==> config.mk <==
export PLATFORM = sky130hd
export DESIGN_NAME = cau_cell
export DESIGN_NICKNAME = d
export VERILOG_FILES = /design/src/design/cau_pkg.sv /design/src/design/cau_cell.sv
export SDC_FILE = /design/constraint.sdc
export NUM_CORES = 1
export LEC_CHECK = 0
export BUFFER_PORTS_ARGS = -buffer_cell sky130_fd_sc_hd__buf_2
export CAP_MARGIN = 40
export CORE_AREA = 2 2 260 262
export CTS_BUF_LIST = sky130_fd_sc_hd__clkbuf_8
export CTS_CLUSTER_SIZE = 10
export DETAILED_ROUTE_END_ITERATION = 10
export DIE_AREA = 0 0 262 264
export HOLD_SLACK_MARGIN = 0.15
export PLACE_DENSITY = 0.68
export SKIP_LAST_GASP = 1
export SYNTH_ARGS = -nofsm -noshare
export SYNTH_HDL_FRONTEND = slang
export SYNTH_SLANG_ARGS = --single-unit
==> constraint.sdc <==
create_clock -name clock -period 6.8 [get_ports clock]
set_input_delay 1.36 -clock clock [delete_from_list [all_inputs] [get_ports clock]]
set_output_delay 1.36 -clock clock [all_outputs]
set_load 0.02 [all_outputs]
==> src/design/cau_pkg.sv <==
// cau_pkg: operation codes, cell modes and the control word that travels
// along the complex arithmetic unit pipeline. Used by every design file.
`default_nettype none
package cau_pkg;

   typedef enum logic [2:0] {
      OP_ADD  = 3'd0,
      OP_SUB  = 3'd1,
      OP_MUL  = 3'd2,
      OP_DIV  = 3'd3,
      OP_CONJ = 3'd4,
      OP_MOD  = 3'd5,
      OP_CMP  = 3'd6
   } op_type;

   typedef enum logic [1:0] {
      MODE_PASS = 2'd0,
      MODE_DIV  = 2'd1,
      MODE_SQRT = 2'd2
   } mode_type;

   typedef struct packed {
      logic     valid;
      mode_type mode;
      logic     neg_re;
      logic     neg_im;
      logic     sat_re;
      logic     sat_im;
      logic     equal;
      logic     div_error;
   } ctrl_type;

   localparam int unsigned TOL_WIDTH = 16;
   localparam int unsigned CSR_DATA_WIDTH = 32;
   localparam int unsigned CSR_ADDR_WIDTH = 2;
   localparam logic [CSR_ADDR_WIDTH-1:0] ADDR_TOLERANCE = 2'd0;
   localparam logic [TOL_WIDTH-1:0] TOL_RESET = 16'd1;

endpackage
`default_nettype wire

==> src/design/cau_cell.sv <==
// cau_cell: one digit cell of the divide / square root chain; settles result
// bit K of both lanes in divide mode and of lane 0 in square root mode. Depends on cau_pkg.
`default_nettype none
module cau_cell #(
   parameter int DW = 32,
   parameter int RW = 97,
   parameter int K  = 0
) (
   input  wire                  clock,
   input  wire                  reset,
   input  wire                  en,
   input  cau_pkg::ctrl_type    ctrl_in,
   input  wire [RW-1:0]         rem0_in,
   input  wire [RW-1:0]         rem1_in,
   input  wire [DW-1:0]         q0_in,
   input  wire [DW-1:0]         q1_in,
   input  wire [2*DW-1:0]       den_in,
   output cau_pkg::ctrl_type    ctrl_out,
   output logic [RW-1:0]        rem0_out,
   output logic [RW-1:0]        rem1_out,
   output logic [DW-1:0]        q0_out,
   output logic [DW-1:0]        q1_out,
   output logic [2*DW-1:0]      den_out
);

   localparam logic [RW-1:0] SQ_BIT = RW'(1) << (2*K);
   localparam logic [DW-1:0] Q_BIT  = DW'(1) << K;

   cau_pkg::ctrl_type ctrl_ff;
   logic [RW-1:0]     rem0_ff, rem1_ff, t0, t1;
   logic [DW-1:0]     q0_ff, q1_ff;
   logic [2*DW-1:0]   den_ff;
   logic [RW-1:0]     rem0_nx, rem1_nx;
   logic [DW-1:0]     q0_nx, q1_nx;
   logic              hit0, hit1;

   always_comb begin
      t1 = RW'(den_in) << K;
      // square root tests (2*root + 2^K) * 2^K against the remainder
      if (ctrl_in.mode == cau_pkg::MODE_SQRT) begin
         t0 = (RW'(q0_in) << (K + 1)) + SQ_BIT;
      end else begin
         t0 = t1;
      end
      hit0 = rem0_in >= t0;
      hit1 = rem1_in >= t1;
      rem0_nx = rem0_in;
      rem1_nx = rem1_in;
      q0_nx = q0_in;
      q1_nx = q1_in;
      unique case (ctrl_in.mode)
         cau_pkg::MODE_DIV: begin
            if (hit0) begin
               rem0_nx = rem0_in - t0;
               q0_nx = q0_in | Q_BIT;
            end
            if (hit1) begin
               rem1_nx = rem1_in - t1;
               q1_nx = q1_in | Q_BIT;
            end
         end
         cau_pkg::MODE_SQRT: begin
            if (hit0) begin
               rem0_nx = rem0_in - t0;
               q0_nx = q0_in | Q_BIT;
            end
         end
         default: begin
            q0_nx = q0_in;
         end
      endcase
   end

   always_ff @(posedge clock) begin
      if (reset) begin
         ctrl_ff <= '0;
      end else if (en) begin
         ctrl_ff <= ctrl_in;
      end
   end

   always_ff @(posedge clock) begin
      if (en) begin
         rem0_ff <= rem0_nx;
         rem1_ff <= rem1_nx;
         q0_ff   <= q0_nx;
         q1_ff   <= q1_nx;
         den_ff  <= den_in;
      end
   end

   assign ctrl_out = ctrl_ff;
   assign rem0_out = rem0_ff;
   assign rem1_out = rem1_ff;
   assign q0_out   = q0_ff;
   assign q1_out   = q1_ff;
   assign den_out  = den_ff;

endmodule
`default_nettype wire

==> metrics <==
via count=about 21000; total grt overflow=0; post-route ant nets=0; vias in the first global route=approximately 20000; nets@finish=about 3400; Clock Sinks=around 330; crit path launch type=primary input; CP Max Fanout=20; Worst slew margin=0.397; Total Die Area=approximately 69000 um^2; Setup TNS=0 ns; Final Skew=0 ns; CTS Root Cell=clkbuf_8; Placer Congestion=approximately 0.94; pwr dens=233 nW/um^2; routed len/inst=between 20 and 25 um; WL met3=approximately 6600 um; Seq/Total Area, Yosys=0.446; Pleak=about 12 nW; largest net degree at the start of global routing=roughly 130; final hold viol count=0; H-tree levels=2; Synth Instances=2295; Slew Viols, Final=0; final setup violation count=0; worst path bufs/invs=2; TritonRoute pass-1 iters=5; CTS-repair resized insts=0; first-pass GRT wire length=126000 um; average size of a mapped cell=a little under 10 um^2; Area Overhead vs Synth=24.1%; clock buffer count from CTS=58; min Tclk post-route=about 6 ns; most frequent CP cell=a21oi_1; slowest cell on the critical path=a2111oi_4; vias per inst=roughly 5.3; Initial Util=0.331; Core Rows=95; worst-skew pair later-pin latency=approximately 0.64 ns; Post-CTS Setup Inserts=0; status=completed; fill cell count=roughly 6700; GRT Overall Usage=0.243; critical path endpoint category=register; DIE WIDTH=about 260 um; ys flop type=edfxtp_1; Iter 0 DRT Violations=1890; Top Metal Used=met5; #FFs+latches synth=around 330; Max clock buf depth=3; critical path's top delay family=compound AO/OA/AOI/OAI gates; worst path cell trace=buf_2 > inv_1 > ha_2 > mux2i_1 > ha_1 > a21oi_1 > o21ai_0 > a221oi_1 > o211ai_1 > a21oi_1 > o21ai_1 > a21o_1 > a2111oi_4 > nand4b_1 > xnor2_1; Syn Nets=2762; Layout Cells excl Fill=about 3900; cell area after synthesis=22100 um^2; final wirelength=between 80000 and 90000 um; DP Cell Count=approximately 3700; CP arrival=roughly 6.3 ns; asr flop ratio synth=0; MaxCap Viol Count=0; share of layout cells above drive strength 1=0.269; top achievable clock speed=0.170 GHz; final cycle utilization of the critical path=0.863; io pins=approximately 670; Clock transition at path regs=approximately 0.060 ns; DR DRC count=0; Die Height=roughly 260 um; Max IR drop VDD=~150 uV; RSZ-0062 raised after global routing=no; area of the core=about 67000 um^2; worst hold path type=reg -> reg; Detailed Place HPWL=just over 70000 um; crit-path max cell delay=between 0.7 and 0.8 ns; final non-filler cell area=approximately 27000 um^2; TritonCTS clock tree=done; cts hold-fix bufs=0; library cells used by synthesis=82; Met2 Routed Length=about 40000 um; Post-synth EDFFs=~320; M1 WL=approximately 38000 um; initial antenna violation count=22; Ys Warns=0; CP Class=in -> reg; Crit path required time=slightly above 7 ns; Slew @ Worst Pin=0.881 ns; port bufs=664; placed cell areas=26200 um^2
==> final timing paths <==
path | startpoint | end | cells past startpoint | slack (ns)
max | ctrl_in[6] | rem0_out[79] | 15 | 0.93
min | ctrl_out[7] | ctrl_out[7] | 2 | 0.49
max reg2reg | ctrl_out[0] | ctrl_out[0] | 2 | 6.19
min reg2reg | ctrl_out[7] | ctrl_out[7] | 2 | 0.49
==> synthesized netlist by cell type (5+ instances only) <==
| cell type | n | area share |
|---|---|---|
| edfxtp_1 | 322 | 0.44 |
| and3_1 | 12 | 0.0034 |
| buf_2 | 14 | 0.0032 |
| clkbuf_1 | 82 | 0.014 |
| o21bai_1 | 36 | 0.012 |
| a211o_1 | 6 | 0.0024 |
| nor2b_1 | 15 | 0.0043 |
| nor4_1 | 29 | 0.0082 |
| buf_1 | 10 | 0.0017 |
| xnor2_1 | 96 | 0.038 |
| a21oi_1 | 225 | 0.051 |
| mux2_4 | 7 | 0.0048 |
| o21a_1 | 14 | 0.0048 |
| nor3b_1 | 7 | 0.0024 |
| or4_1 | 15 | 0.0051 |
| a221o_1 | 6 | 0.0027 |
| nor2_1 | 186 | 0.032 |
| and2_1 | 11 | 0.0031 |
| a21boi_0 | 12 | 0.0041 |
| nand2_1 | 226 | 0.038 |
| a21o_1 | 48 | 0.016 |
| dfxtp_1 | 9 | 0.0082 |
| nand3_1 | 48 | 0.011 |
| o31ai_1 | 20 | 0.0068 |
| a31oi_1 | 15 | 0.0043 |
| o21ai_0 | 143 | 0.032 |
| or2_2 | 9 | 0.0026 |
| inv_1 | 101 | 0.017 |
| mux2i_1 | 40 | 0.018 |
| and4_1 | 5 | 0.0020 |
| nand2b_1 | 51 | 0.014 |
| nand4_1 | 57 | 0.016 |
| or3_1 | 22 | 0.0062 |
| o211ai_1 | 16 | 0.0054 |
| nor3_1 | 61 | 0.014 |
| a41oi_1 | 8 | 0.0032 |
| ha_1 | 131 | 0.074 |
| a31o_2 | 6 | 0.0024 |
| xor2_1 | 86 | 0.034 |
| a211oi_1 | 17 | 0.0058 |
| mux2_2 | 5 | 0.0026 |
==> through the flow <==
| stage | total power, W | hold WS, ns | setup slack [ns] | utilization |
|---|---|---|---|---|
| 2_1_floorplan | 0.00378 | 0.584 | 1.46 | - |
| 3_3_place_gp | 0.00452 | 0.466 | 0.395 | 0.394 |
| 3_5_place_dp | 0.00452 | 0.475 | 0.278 | 0.394 |
| 4_1_cts | 0.00641 | 0.491 | 0.995 | 0.411 |
| 5_1_grt | 0.00667 | 0.526 | 0.614 | 0.411 |
| 6_report | 0.00637 | 0.488 | 0.935 | 0.411 |
==> worst register-to-register path, cell delays in order (launching register included) <==
cell	delay, ns
dfxtp_1	0.32
mux2i_1	0.13
nor2_1	0.05
==> final cells by class <==
class                   count  area [um^2]  area share
flip-flops and latches    331         9850       0.360
diodes                     13         32.5     0.00119
multi-input cells        1751        11400       0.416
clock inverters            42          290      0.0106
well taps                 873         1090      0.0399
clock buffers              61          840      0.0307
inverters                 101          379      0.0138
repair buffers            681         3510       0.128
==> metal layers <==
metal,GRT usage,vias up
met4,0.0765,2
met5,0,-
li1,-,9749
met3,0.0386,135
met2,0.385,846
met1,0.338,9869
==> layout by cell type (no fill, tap or decap), types with 20 or more instances in the layout <==
cell type,n
inv_1,122
ha_1,130
clkbuf_8,61
nand3_1,48
o21bai_1,36
xnor2_1,96
nand2b_1,51
buf_2,663
mux2i_1,40
or3_1,22
nor2_1,186
xor2_1,86
a21o_1,48
edfxtp_1,322
o31ai_1,20
nand2_1,226
o21ai_0,143
nor3_1,61
nor4_1,29
nand4_1,57
a21oi_1,225
==> power breakdown <==
group	switching (W)	internal, W
Clock	0.000883	0.000978
Sequential	0.0000584	0.00250
Combinational	0.00128	0.000667
==> logic make-up (layout without fill, tap and decap cells) <==
| logic type | after synthesis | count (layout) | share of synthesized area |
|---|---|---|---|
| flops | 331 | 331 | 0.446 |
| fa+ha+maj | 133 | 133 | 0.0761 |
| other cells | 0 | 13 | 0 |
| xor+xnor | 182 | 182 | 0.0723 |
| simple gates | 773 | 773 | 0.170 |
| compound gates | 611 | 611 | 0.171 |
| mux | 52 | 52 | 0.0255 |
| buf+inv | 213 | 885 | 0.0383 |
==> registers in the layout, indices dropped and copies added (netlist names) <==
signal,count
ctrl_out,9
den_out,64
q0_out,32
q1_out,32
rem0_out,97
rem1_out,97
No activity file was read; power rests on OpenSTA's default activity.
